File: src/rtl/fir_pkg.sv
`timescale 1ns / 1ps
// ----------------------------------------------------------------------------
// fir_pkg
// Shared constants, register indexes and control structs for the saturating
// FIR filter and its tap cells.
// ----------------------------------------------------------------------------
package fir_pkg;

   // filter geometry
   localparam int MAX_TAPS       = 64;
   localparam int COEF_FRAC_BITS = 14;

   // field widths
   localparam int SAMPLE_W   = 16;
   localparam int COEF_W     = 16;
   localparam int TAPCNT_W   = 7;
   localparam int INDEX_W    = 6;
   localparam int CSR_ADDR_W = 2;
   localparam int CSR_DATA_W = 16;

   // derived widths
   localparam int FILL_W  = $clog2(MAX_TAPS + 1);
   localparam int STEP_W  = (MAX_TAPS > 1) ? $clog2(MAX_TAPS) : 1;
   localparam int CMP_W   = (TAPCNT_W > FILL_W) ? TAPCNT_W : FILL_W;
   localparam int SLOT_W  = (INDEX_W > STEP_W) ? INDEX_W : STEP_W;
   localparam int PROD_W  = SAMPLE_W + COEF_W;
   localparam int ACC_W   = PROD_W + STEP_W;
   localparam int RND_W   = ACC_W + 1 - COEF_FRAC_BITS;

   // register indexes
   localparam logic [CSR_ADDR_W-1:0] CSR_TAP_COUNT  = 2'd0;
   localparam logic [CSR_ADDR_W-1:0] CSR_COEF_INDEX = 2'd1;
   localparam logic [CSR_ADDR_W-1:0] CSR_COEF_VALUE = 2'd2;

   // tap cell controls, common to every cell of the chain
   typedef struct packed {
      logic push;
      logic work_shift;
      logic coef_rotate;
   } cell_ctrl_type;

   // multiply-accumulate controls
   typedef struct packed {
      logic clear;
      logic mul_en;
   } mac_ctrl_type;

endpackage

File: src/rtl/fir_mac.sv
`timescale 1ns / 1ps
// ----------------------------------------------------------------------------
// fir_mac
// Multiplier and accumulator at the end of the tap chain, with rounding
// half up and saturation of the finished sum to the sample range.
// ----------------------------------------------------------------------------
module fir_mac (
   input  logic                                  clock,
   input  logic                                  reset,
   input  fir_pkg::mac_ctrl_type                 ctrl,
   input  logic signed [fir_pkg::COEF_W-1:0]     coef,
   input  logic signed [fir_pkg::SAMPLE_W-1:0]   sample,
   output logic signed [fir_pkg::SAMPLE_W-1:0]   result,
   output logic                                  result_sat
);
   import fir_pkg::*;

   localparam logic signed [RND_W-1:0] OUT_MAX = RND_W'((2 ** (SAMPLE_W - 1)) - 1);
   localparam logic signed [RND_W-1:0] OUT_MIN = RND_W'(-(2 ** (SAMPLE_W - 1)));
   localparam logic signed [ACC_W:0]   HALF    = (ACC_W + 1)'(2 ** (COEF_FRAC_BITS - 1));

   logic signed [PROD_W-1:0] prod_ff;
   logic signed [PROD_W-1:0] prod_in;
   logic                     prod_vld_ff;
   logic signed [ACC_W-1:0]  acc_ff;
   logic signed [ACC_W-1:0]  acc_in;
   logic signed [ACC_W:0]    biased;
   logic signed [RND_W-1:0]  rounded;

   // product stage
   assign prod_in = coef * sample;

   always_ff @(posedge clock) begin
      prod_ff <= prod_in;
   end

   always_ff @(posedge clock) begin
      if (reset) begin
         prod_vld_ff <= 1'b0;
      end else begin
         prod_vld_ff <= ctrl.mul_en;
      end
   end

   // accumulate stage
   always_comb begin
      acc_in = acc_ff;
      if (ctrl.clear) begin
         acc_in = '0;
      end else if (prod_vld_ff) begin
         acc_in = acc_ff + ACC_W'(prod_ff);
      end
   end

   always_ff @(posedge clock) begin
      acc_ff <= acc_in;
   end

   // round half up, floor by dropping fraction bits, then clamp
   assign biased  = (ACC_W + 1)'(acc_ff) + HALF;
   assign rounded = biased[ACC_W:COEF_FRAC_BITS];

   always_comb begin
      result     = rounded[SAMPLE_W-1:0];
      result_sat = 1'b0;
      if (rounded > OUT_MAX) begin
         result     = OUT_MAX[SAMPLE_W-1:0];
         result_sat = 1'b1;
      end else if (rounded < OUT_MIN) begin
         result     = OUT_MIN[SAMPLE_W-1:0];
         result_sat = 1'b1;
      end
   end

endmodule

File: config.mk
export PLATFORM = sky130hd
export DESIGN_NAME = fir_mac
export DESIGN_NICKNAME = d
export VERILOG_FILES = /design/src/rtl/fir_pkg.sv /design/src/rtl/fir_mac.sv
export SDC_FILE = /design/constraint.sdc
export NUM_CORES = 1
export LEC_CHECK = 0
export ABC_CLOCK_PERIOD_IN_PS = 9150
export BUFFER_PORTS_ARGS = -buffer_cell sky130_fd_sc_hd__buf_2
export CAP_MARGIN = 20
export CORE_MARGIN = 2
export CORE_UTILIZATION = 43
export DETAILED_ROUTE_END_ITERATION = 6
export GPL_ROUTABILITY_DRIVEN = 0
export PLACE_DENSITY = 0.55
export SYNTH_ARGS = -nofsm -noshare
export SYNTH_HDL_FRONTEND = slang
export SYNTH_SLANG_ARGS = --single-unit
export TNS_END_PERCENT = 100
File: constraint.sdc
create_clock -name clock -period 9.15 [get_ports clock]
set_input_delay 0.4575 -clock clock [delete_from_list [all_inputs] [get_ports clock]]
set_output_delay 0.4575 -clock clock [all_outputs]
set_load 0.005 [all_outputs]
==> impl_metrics.csv <==
group,metric,value,unit
worst_setup_path,cp-startpoint,"coef[15]",
detailed_routing,drt_iter0_drc,539,
worst_setup_path,cp_data_arrival_time,6.59,ns
synth,syn_nets,2084,
global_route,grt_max_degree,43,
synth,ys_seq_area_share,9.700,%
synth,async_flop_share,0,%
timing,tightest_slew,0.7133,ns
global_route,grt_first_pass_wirelength,60460,um
cts,cts_made_buffers,9,
cells_and_area,multi_input_area,11720,um^2
detailed_routing,vias,10920,
synth,ys_ff_latch,71,
cells_and_area,fillers,3332,
run_status,status,"completed",
timing,period_needed,6.365,ns
synth,synth_edf_count,0,
floorplan,num_rows,67,
cells_and_area,diodes,0,
cells_and_area,layout.cells.non_filler,2129,
cts,cts_tree,"done",
synth,synth-simple-area-share,16.38,%
worst_setup_path,reg2reg_depth,9,
timing,fin_crit_sh,69.56,%
detailed_routing,drt_first_pass_iters,5,
cts,clockBufferDepth,2,
timing,fmax,157.1,MHz
synth,synthXorXnorAreaFrac,4.782,%
worst_setup_path,cp_max_fo,16,
cells_and_area,drive_above_1_share,5.830,%
synth,ys_types,84,
floorplan,dieArea,35570,um^2
synth,yosys.cell_count.top_type,"inv_1",
floorplan,start_util,43.70,%
synth,syn_area,14650,um^2
cells_and_area,final_util,46.51,%
worst_setup_path,worst_r2r_endpoint,"acc_ff[37]",
cts,cts_root_buf,"clkbuf_16",
worst_setup_path,start_kind,"input port",
timing,slew_viol_final,0,
synth,synth_top_area_share,35.93,%
detailed_routing,ant_nets,0,
worst_setup_path,cp.required,9.38,ns
synth,yosys_warnings,0,
worst_setup_path,endpoint_kind,"flop",
global_route,grt_antenna_before_repair,0,
timing,fin_worst_skew,0.009816,ns
synth,syn_inst,1665,
detailed_routing,routedWlPerCell,16.66,um
timing,setup_viol,0,
floorplan,core-area,33530,um^2
worst_setup_path,r2r_setup_slack,6.21,ns
floorplan,die_h,188.6,um
synth,synthAdderAreaFrac,46.18,%
cts,post_cts_buffers,0,
worst_setup_path,setup.worst_path.end,"prod_ff[29]",
cts,cts_hold_repair.buffers,0,
worst_setup_path,worstReg2RegStart,"acc_ff[13]",
min_path,hp-class,"input port to flop",
timing,fin_tns_setup,0,ns
worst_setup_path,worstSetupPathType,"input port to flop",
cells_and_area,layout.area.seq,1421,um^2
global_route,overflow,0,
cts,clock-sinks,71,
synth,synthTopCellsByCount,"341 x inv_1, 263 x fa_1, 161 x nand2_1, 127 x and2_1, 120 x ha_1",
floorplan,die_x,188.6,um
cts,clk_pin_slew,0.06,ns
synth,synth_top_family_by_area,"adder cells",
timing,rsz0062_at_grt,"false",
placement,post-place-cells,2112,
flow_run,drv_cap,0,
timing,slew_headroom,52.04,%
detailed_routing,drc,0,
global_route,grtUsageTotal,21.08,%
global_route,grt_pass1_vias,11710,
synth,synth_top_area_cell,"fa_1",
detailed_routing,routed_via_density,5.128,
min_path,whs_path_depth,2,
synth,synth_area_leaders,"fa_1 36%, ha_1 10%, dfxtp_1 9.7%",
cts,htree_levels,3,
synth,synthMuxAreaShare,1.366,%
timing,hold_viol_final,0,
cts,clock_latency,0.34,ns
placement,port_buffers,52,
synth,synth_top_flop_cell,"dfxtp_1",
placement,dpl.hpwl,28600,um
floorplan,io_pins,53,
cells_and_area,fin_nets,2095,
cts,ctsResizeCount,0,
synth,synth_compound_area_share,11.25,%
detailed_routing,drt-total-wl,35470,um
cells_and_area,area_growth,6.447,%
synth,postSynthAreaPerCell,8.800,um^2
[stage by stage]
step / setup slack (ns) / hold slack, ns / instance area [um^2]
after CTS: 2.765 / 0.2715 / 15590
after floorplan: 2.975 / 0.4626 / 14650
final: 2.785 / 0.2779 / 15600
after global placement: 2.511 / 0.4764 / 15270
after global routing: 2.426 / 0.2867 / 15600
after detailed placement: 2.403 / 0.4852 / 15270
[worst max-delay path, stage by stage]
cell,delay [ns]
buf_2,0.28
nand2_1,0.18
fa_1,0.58
inv_1,0.07
fa_1,0.95
fa_1,0.53
fa_1,0.48
fa_1,0.55
inv_1,0.05
fa_1,0.53
inv_1,0.04
ha_1,0.37
a21oi_1,0.16
o21ai_0,0.12
o21a_1,0.21
o21a_1,0.16
a211oi_1,0.41
o21bai_1,0.11
a21o_1,0.20
xor2_1,0.13
[state kept, by name, indices dropped and copies added (netlist names)]
signal and count:
acc_ff 38, prod_ff 32, prod_vld_ff 1
[layout make-up]
| class | count | share of cell area, % |
|---|---|---|
| clock inverters | 6 | 0.5936 |
| flip-flops and latches | 71 | 9.113 |
| inverters | 341 | 8.206 |
| repair buffers | 57 | 1.909 |
| clock buffers | 10 | 1.468 |
| well taps | 448 | 3.594 |
| multi-input cells | 1196 | 75.12 |
[layout by cell type, fill, tap and decap left out, drive strengths merged, types with 4 or more instances in the layout]
master | Yosys | routed
a211oi | 10 | 10
a21o | 27 | 27
a21oi | 63 | 63
a31oi | 4 | 4
and2 | 127 | 127
and3 | 16 | 16
buf | 13 | 57
clkbuf | 44 | 10
dfxtp | 71 | 71
fa | 263 | 263
ha | 120 | 120
inv | 341 | 343
mux2 | 5 | 5
mux2i | 14 | 14
nand2 | 161 | 161
nand2b | 12 | 12
nand3 | 32 | 32
nand4 | 10 | 10
nor2 | 68 | 68
nor2b | 7 | 7
nor3 | 15 | 15
nor4 | 5 | 5
o211a | 4 | 4
o211ai | 6 | 6
o21a | 16 | 16
o21ai | 50 | 50
o21bai | 6 | 6
o22ai | 8 | 8
o31ai | 7 | 7
xnor2 | 53 | 53
xor2 | 27 | 27
[how the worst min path moves through the flow]
stage | from | to | slack [ns]
after floorplan | acc_ff[12] | acc_ff[12] | 0.46
after global placement | acc_ff[0] | acc_ff[0] | 0.48
after detailed placement | acc_ff[12] | acc_ff[12] | 0.49
after CTS | reset | prod_vld_ff | 0.27
after global routing | reset | prod_vld_ff | 0.29
final | reset | prod_vld_ff | 0.28
[cell families (layout without fill, tap and decap cells)]
kind of cell / count (synthesis) / in the layout
simple gates: 472 / 472
buf+inv: 398 / 414
fa+ha+maj: 383 / 383
compound gates: 242 / 242
xor+xnor: 80 / 80
flops: 71 / 71
mux: 19 / 19
[per-layer routing]
metal  routed length (um)  track usage [%]  up-vias
li1                     -                -     5258
met1                17530            30.42     5436
met2                16330            35.17      202
met3                 1345            2.328       22
met4                  262            2.584        0
met5                    0                0        -
Power is not shown: default switching activity piles up to over one toggle a cycle in this logic, so the estimate is an artifact.
