## src/rtl/fir_pkg.sv

```systemverilog
`timescale 1ns / 1ps
// ----------------------------------------------------------------------------
// fir_pkg
// Shared constants, register indexes and control structs for the saturating
// FIR filter and its tap cells.
// ----------------------------------------------------------------------------
package fir_pkg;

   // filter geometry
   localparam int MAX_TAPS       = 64;
   localparam int COEF_FRAC_BITS = 14;

   // field widths
   localparam int SAMPLE_W   = 16;
   localparam int COEF_W     = 16;
   localparam int TAPCNT_W   = 7;
   localparam int INDEX_W    = 6;
   localparam int CSR_ADDR_W = 2;
   localparam int CSR_DATA_W = 16;

   // derived widths
   localparam int FILL_W  = $clog2(MAX_TAPS + 1);
   localparam int STEP_W  = (MAX_TAPS > 1) ? $clog2(MAX_TAPS) : 1;
   localparam int CMP_W   = (TAPCNT_W > FILL_W) ? TAPCNT_W : FILL_W;
   localparam int SLOT_W  = (INDEX_W > STEP_W) ? INDEX_W : STEP_W;
   localparam int PROD_W  = SAMPLE_W + COEF_W;
   localparam int ACC_W   = PROD_W + STEP_W;
   localparam int RND_W   = ACC_W + 1 - COEF_FRAC_BITS;

   // register indexes
   localparam logic [CSR_ADDR_W-1:0] CSR_TAP_COUNT  = 2'd0;
   localparam logic [CSR_ADDR_W-1:0] CSR_COEF_INDEX = 2'd1;
   localparam logic [CSR_ADDR_W-1:0] CSR_COEF_VALUE = 2'd2;

   // tap cell controls, common to every cell of the chain
   typedef struct packed {
      logic push;
      logic work_shift;
      logic coef_rotate;
   } cell_ctrl_type;

   // multiply-accumulate controls
   typedef struct packed {
      logic clear;
      logic mul_en;
   } mac_ctrl_type;

endpackage

```

## src/rtl/fir_cell.sv

```systemverilog
`timescale 1ns / 1ps
// ----------------------------------------------------------------------------
// fir_cell
// One tap cell: a delay-line sample, a working copy of it that walks down to
// the multiplier, and one coefficient slot of the rotating coefficient ring.
// ----------------------------------------------------------------------------
module fir_cell (
   input  logic                                  clock,
   input  logic                                  reset,
   input  fir_pkg::cell_ctrl_type                ctrl,
   input  logic                                  coef_sel,
   input  logic signed [fir_pkg::COEF_W-1:0]     coef_data,
   input  logic signed [fir_pkg::SAMPLE_W-1:0]   sample_in,
   output logic signed [fir_pkg::SAMPLE_W-1:0]   sample_out,
   input  logic signed [fir_pkg::SAMPLE_W-1:0]   work_in,
   output logic signed [fir_pkg::SAMPLE_W-1:0]   work_out,
   input  logic signed [fir_pkg::COEF_W-1:0]     coef_in,
   output logic signed [fir_pkg::COEF_W-1:0]     coef_out
);
   import fir_pkg::*;

   logic signed [SAMPLE_W-1:0] delay_ff;
   logic signed [SAMPLE_W-1:0] work_ff;
   logic signed [SAMPLE_W-1:0] work_in_sel;
   logic signed [COEF_W-1:0]   coef_ff;
   logic signed [COEF_W-1:0]   coef_in_sel;

   // delay line stage, shifts one place per accepted sample
   always_ff @(posedge clock) begin
      if (reset) begin
         delay_ff <= '0;
      end else if (ctrl.push) begin
         delay_ff <= sample_in;
      end
   end

   // working copy: loaded with the new delay value, then walks toward cell 0
   always_comb begin
      work_in_sel = work_ff;
      if (ctrl.push) begin
         work_in_sel = sample_in;
      end else if (ctrl.work_shift) begin
         work_in_sel = work_in;
      end
   end

   always_ff @(posedge clock) begin
      work_ff <= work_in_sel;
   end

   // coefficient slot: written by address, rotated during a pass
   always_comb begin
      coef_in_sel = coef_ff;
      if (coef_sel) begin
         coef_in_sel = coef_data;
      end else if (ctrl.coef_rotate) begin
         coef_in_sel = coef_in;
      end
   end

   always_ff @(posedge clock) begin
      coef_ff <= coef_in_sel;
   end

   assign sample_out = delay_ff;
   assign work_out   = work_ff;
   assign coef_out   = coef_ff;

endmodule

```

## config.mk

```make
export PLATFORM = sky130hd
export DESIGN_NAME = fir_cell
export DESIGN_NICKNAME = d
export VERILOG_FILES = /design/src/rtl/fir_pkg.sv /design/src/rtl/fir_cell.sv
export SDC_FILE = /design/constraint.sdc
export NUM_CORES = 1
export LEC_CHECK = 0
export ABC_AREA = 1
export BUFFER_PORTS_ARGS = -buffer_cell sky130_fd_sc_hd__clkbuf_2
export CAP_MARGIN = 25
export CORE_ASPECT_RATIO = 2
export CORE_MARGIN = 8
export CORE_UTILIZATION = 46
export DETAILED_ROUTE_END_ITERATION = 10
export MAX_ROUTING_LAYER = met4
export PLACE_DENSITY = 0.84
export SLEW_MARGIN = 20
export SYNTH_ARGS = -nofsm -noshare
export SYNTH_HDL_FRONTEND = slang
export SYNTH_SLANG_ARGS = --single-unit
```

## constraint.sdc

```tcl
create_clock -name clock -period 1.7 [get_ports clock]
set_input_delay 0.255 -clock clock [delete_from_list [all_inputs] [get_ports clock]]
set_output_delay 0.255 -clock clock [all_outputs]
set_load 0.02 [all_outputs]
```

==> reports/metrics.yaml, run 1 <==
global_routing:
  grt_pass1_wl_mm: 7.76
  grt_start_max_net_pins: 33
  overflow: 0
  antenna_found_initial: 0
  grt_pass1_vias: 1769
  grtUsageTotal: 0.148
worst_setup_path:
  crit_slowest_cell: "edfxtp_1"
  crit_family: "flip-flops"
  critical_path_buf_inv_count: 1
  start_kind: "register"
  cpPeakStageDelay_ps: 380
  criticalPathCategory: "reg2out"
  critPathMaxFanout: 1
  cp.required_ps: 1440
  endpoint_kind: "primary output"
  path_cells: "clkbuf_2"
  arrival_ps: 850
timing:
  fmax_ghz: 0.908
  worst_slew_pin_slew_ps: 532
  finalClockSkew_ps: 0
  layout_min_cycle_time_ps: 1100
  report.final.slew_viol_count: 0
  whs_ps: 211
  slew_headroom: 0.645
  rsz0062_at_grt: "no"
  finalSetupViolCount: 0
  setup_tns_ps: 0
  period_share: 0.648
  finalHoldViolCount: 0
layout:
  fin_nets: 376
  drive_gt1_frac: 0.521
  area_growth_pct: 32.7
  final_cell_mix: "clkbuf_2 (117), nand2_1 (97), edfxtp_1 (32)"
  mostFrequentLayoutCell: "clkbuf_2"
  antenna_cells: 0
  n_fill_cell: 399
route:
  drtAntennaViolNets: 0
  viasPerCell: 4.55
  drt_pre_antenna_iters: 4
  initialDrtViolationCount: 68
  drc_errors: 0
  wirelength_mm: 4.90
  num_vias: 1644
  routedWlPerCell_um: 13.6
logic_synthesis:
  netlist_instances: 190
  yosysTopAreaCell: "edfxtp_1"
  synth_nets: 260
  yosysWarnings: 0
  synth_top_area_frac: 0.478
  ys_ff_latch: 48
  syn_avg_cell_area_sq_um: 10.6
  syn_area_sq_um: 2010
  synth_cell_types: 13
  ys_seq_area_frac: 0.637
  yosys-top-cells-area: "edfxtp_1 (48%), nand2_1 (18%), dfxtp_1 (16%)"
clock_network:
  cts_hold_buf: 0
  cts_buffer_depth: 2
  post_cts_buffers: 0
  tritoncts: "done"
  numCtsBuffers: 5
  ctsResizeCount: 0
  cts_sinks: 48
  clk_latency_ps: 300
  htreeDepth: 2
  root_buffer: "clkbuf_8"
  clkTransAtPathRegs_ps: 90
power_and_ir_drop:
  intPower_mw: 1.86
  power_per_cell_area_nw_per_um2: 967
  ir_worst_vdd_mv: 0.785
  p_seq_frac: 0.541
  p_leak_nw: 1.35
  switching_power_mw: 0.717
  power_frac_clock: 0.274
  p_comb_frac: 0.185
  swShare: 0.278
floorplan:
  die_area_sq_um: 6870
  fp.dieH_um: 110
  core_sq_um: 4300
  rows: 34
  top_level_ports: 118
  die-width_um: 62.8
  initial_core_util: 0.468
job:
  cap_violations: 0
min_path:
  hp-class: "in2reg"
run_status:
  status: "finished, final reports clean"
placed_design:
  gp_congestion: 0.788
  io_buffers: 117
  dp_hpwl_mm: 4.06
-- power groups by stage --
stage	combinational, mW	clock, mW	sequential, mW
6_report	0.477	0.708	1.40
2_1_floorplan	0.152	0	1.57
5_1_grt	0.521	0.769	1.41
4_1_cts	0.486	0.730	1.40
3_5_place_dp	0.484	0	1.43
3_3_place_gp	0.477	0	1.42
-- layer usage --
metal | vias to the layer above | routed length, um | global-route usage
met5 | - | 0 | -
met4 | 0 | 123 | 0.0706
met3 | 12 | 364 | 0.0582
met2 | 77 | 2650 | 0.258
met1 | 711 | 1760 | 0.138
li1 | 844 | - | -
-- state kept, by name, summed over array words and instances (netlist names) --
register    cells
work_out       16
sample_out     16
coef_out       16
-- Yosys cell counts --
cell type / count
edfxtp_1: 32
a21oi_1: 2
or2_2: 2
buf_4: 4
buf_6: 3
nand2_2: 15
clkbuf_2: 1
dfxtp_1: 16
a21oi_2: 14
buf_12: 2
inv_8: 1
inv_4: 1
nand2_1: 97
-- cell families after synthesis --
| family | synth area share |
|---|---|
| and+or+nand+nor | 0.234 |
| DFF | 0.637 |
| AOI/OAI and AO/OA | 0.0660 |
| buffers and inverters | 0.0628 |
-- cell type report --
cell class	count	area, sq um	area share
Tap cell	54	67.6	0.0253
Timing Repair Buffer	119	601	0.225
Sequential cell	48	1280	0.480
Inverter	2	17.5	0.00657
Clock inverter	2	15.0	0.00563
Multi-Input combinational cell	130	603	0.226
Clock buffer	6	82.6	0.0310
-- stage by stage --
step / area (sq um) / util / cells / worst slack (ps) / power, mW
global placement: 2570 / 0.598 / 353 / 463 / 1.90
global route: 2670 / 0.621 / 361 / 546 / 2.70
CTS: 2670 / 0.621 / 361 / 582 / 2.61
finish: 2670 / 0.621 / 361 / 599 / 2.58
floorplan: 2010 / - / 190 / 586 / 1.72
detailed placement: 2570 / 0.598 / 353 / 442 / 1.91
-- worst paths after layout --
kind / from / to / slack [ps] / cells past startpoint
worst max-delay path: work_out[13]$_DFFE_PP_ / work_out[13] / 600 / 1
worst min-delay path: sample_in[0] / sample_out[0]$_SDFFE_PP0P_ / 210 / 3
worst max register to register: sample_out[8]$_SDFFE_PP0P_ / sample_out[8]$_SDFFE_PP0P_ / 1090 / 2
worst min register to register: sample_out[9]$_SDFFE_PP0P_ / sample_out[9]$_SDFFE_PP0P_ / 470 / 2
No activity file was read; power rests on OpenSTA's default activity.
==> run 2: changes to the inputs <==
- CORE_UTILIZATION: 46 -> 39
- PLACE_DENSITY: 0.84 -> 0.76
- clock period: 1.7 -> 1 ns (I/O delays scaled with it)
==> run 2 against run 1 <==
  * The run now ends with setup timing left
  * Global-route usage down 0.97 points
  * Clock-buffer cell count fell by 1
  * Hold slack worse by 110 ps
  * Final cell count is 1.7% higher
  * Non-clock buffer count grew 2
  * Design area increased by 9.4%
  * Clock skew did not move
  * Flip-flop and latch count stayed put
  * Via count grew 2.9%
  * Sequential power grew 72%
  * Critical path type unchanged
  * Largest cell class unchanged
  * Largest power group unchanged
  * Highest routed layer unchanged
==> reports/metrics.yaml, run 2 (synthesized netlist as in run 1, its figures left out) <==
route:
  viasPerCell: 4.61
  wirelength_mm: 5.28
  wl_met1_mm: 2.24
  initialDrtViolationCount: 101
  wl_met3_um: 565
  drt_pre_antenna_iters: 4
  met2WireLength_mm: 2.41
  routedWlPerCell_um: 14.4
  drtAntennaViolNets: 0
  drc_errors: 0
  top_layer_used: "met4"
  num_vias: 1692
worst_setup_path:
  critPathMaxFanout: 1
  crit_family: "flip-flops"
  crit_slowest_cell: "edfxtp_1"
  r2r_setup_slack_ps: 390
  path_cells: "buf_6"
  criticalPathCategory: "reg2out"
  rr_endpoint: "sample_out[2]$_SDFFE_PP0P_"
  critical_path_buf_inv_count: 1
  arrival_ps: 860
  r2r-start: "sample_out[2]$_SDFFE_PP0P_"
  r2r_cells: 2
  cp.required_ps: 850
  start_kind: "register"
  endpoint_kind: "primary output"
  cpPeakStageDelay_ps: 410
placed_design:
  placed_cell_area_sq_um: 2610
  gp_congestion: 0.802
  dp.cells: 359
  dp_slack_ps: -34.1
  io_buffers: 117
global_routing:
  grt_pass1_vias: 1884
  grt_pass1_wl_mm: 8.46
  overflow: 0
  grtUsageTotal: 0.138
  grt_start_max_net_pins: 33
  antenna_found_initial: 0
power_and_ir_drop:
  p_leak_nw: 1.44
  switching_power_mw: 1.26
  swShare: 0.264
  power_per_cell_area_nw_per_um2: 1640
  intPower_mw: 3.52
  p_seq_frac: 0.505
  p_comb_frac: 0.206
  ir_worst_vdd_mv: 1.29
  power_frac_clock: 0.289
timing:
  period_share: 1.01
  layout_min_cycle_time_ps: 1010
  finalHoldViolCount: 0
  setup_ws_ps: -13.0
  slew_headroom: 0.736
  rsz0062_at_grt: "yes"
  report.final.slew_viol_count: 0
  fmax_ghz: 0.987
  finalClockSkew_ps: 0
  worst_slew_pin_slew_ps: 396
  finalSetupViolCount: 4
layout:
  final-seq-area_sq_um: 1290
  multi_input_area_sq_um: 606
  area_growth_pct: 45.2
  fin_nets: 378
  drive_gt1_frac: 0.544
  fin_area_sq_um: 2920
  antenna_cells: 0
  mostFrequentLayoutCell: "nand2_1"
  fin_cells: 367
  final_cell_mix: "nand2_1 (97), clkbuf_2 (71), edfxtp_1 (32)"
  n_fill_cell: 462
clock_network:
  tritoncts: "done"
  root_buffer: "clkbuf_8"
  numCtsBuffers: 5
  cts_sinks: 48
  clkTransAtPathRegs_ps: 90
  cts_buffer_depth: 2
  clk_latency_ps: 290
  htreeDepth: 2
floorplan:
  initial_core_util: 0.398
  die_area_sq_um: 7850
  top_level_ports: 118
  core_sq_um: 5050
  die-width_um: 66.8
  fp.dieH_um: 118
  rows: 37
min_path:
  hp-class: "in2reg"
  holdPathEnd: "sample_out[12]$_SDFFE_PP0P_"
  hold_depth: 3
  holdCritStartpoint: "sample_in[12]"
run_status:
  status: "complete, but fails checks"
  violations: "setup timing"
job:
  cap_violations: 0
-- run 2: cell count changes in the layout (fill, tap and decap cells not counted), moves of 4 or more --
cell / delta
dfxtp_1: -6
buf_2: +7
clkbuf_4: +4
buf_6: +26
buf_4: +10
dfxtp_2: +6
clkbuf_2: -46
-- run 2: per-stage QoR --
stage	setup TNS [ps]	hold WS, ps	total power [mW]	utilization
floorplan	0	304	2.92	-
global route	-686	103	4.99	0.578
CTS	-172	95.2	4.65	0.542
finish	-19.2	99.0	4.78	0.578
global placement	-143	415	3.25	0.516
detailed placement	-555	419	3.27	0.516
-- run 2: final cells by class --
type	instances	share of cell area
Sequential cell	48	0.441
Timing Repair Buffer	121	0.282
Multi-Input combinational cell	130	0.207
Tap cell	58	0.0249
Clock buffer	5	0.0236
Clock inverter	3	0.0146
Inverter	2	0.00600
-- run 2: worst reg2reg max path: stages, from the launching register on --
cell and delay [ps]:
dfxtp_1 360, nand2_2 70, a21oi_2 120
-- run 2: worst max path at each step --
| stage | startpoint | endpoint | cells after the start |
|---|---|---|---|
| 2_1_floorplan | ctrl[2] | work_out[0]$_DFFE_PP_ | 2 |
| 3_3_place_gp | ctrl[2] | work_out[6]$_DFFE_PP_ | 2 |
| 3_5_place_dp | ctrl[2] | work_out[9]$_DFFE_PP_ | 5 |
| 4_1_cts | work_out[9]$_DFFE_PP_ | work_out[9] | 1 |
| 5_1_grt | work_out[0]$_DFFE_PP_ | work_out[0] | 1 |
| 6_report | work_out[9]$_DFFE_PP_ | work_out[9] | 1 |
-- run 2: power groups by stage --
stage	combinational [mW]	clock (mW)	sequential, mW
finish	0.983	1.38	2.41
global route	1.06	1.50	2.43
CTS	0.848	1.41	2.39
detailed placement	0.842	0	2.43
global placement	0.828	0	2.43
floorplan	0.261	0	2.66
-- run 2: repair_timing --
action / 4_1_cts / 5_1_grt
endpoints found under the setup margin: 21 / 44
gates resized for setup: 8 / 105
gates cloned: 0 / 0
setup buffers: 0 / 0
hold buffers: 0 / 0
-- run 2: routing by layer --
layer / vias up / GRT usage
met2: 95 / 0.204
met1: 745 / 0.172
met4: 0 / 0.0444
li1: 846 / -
met3: 6 / 0.0439
met5: - / -
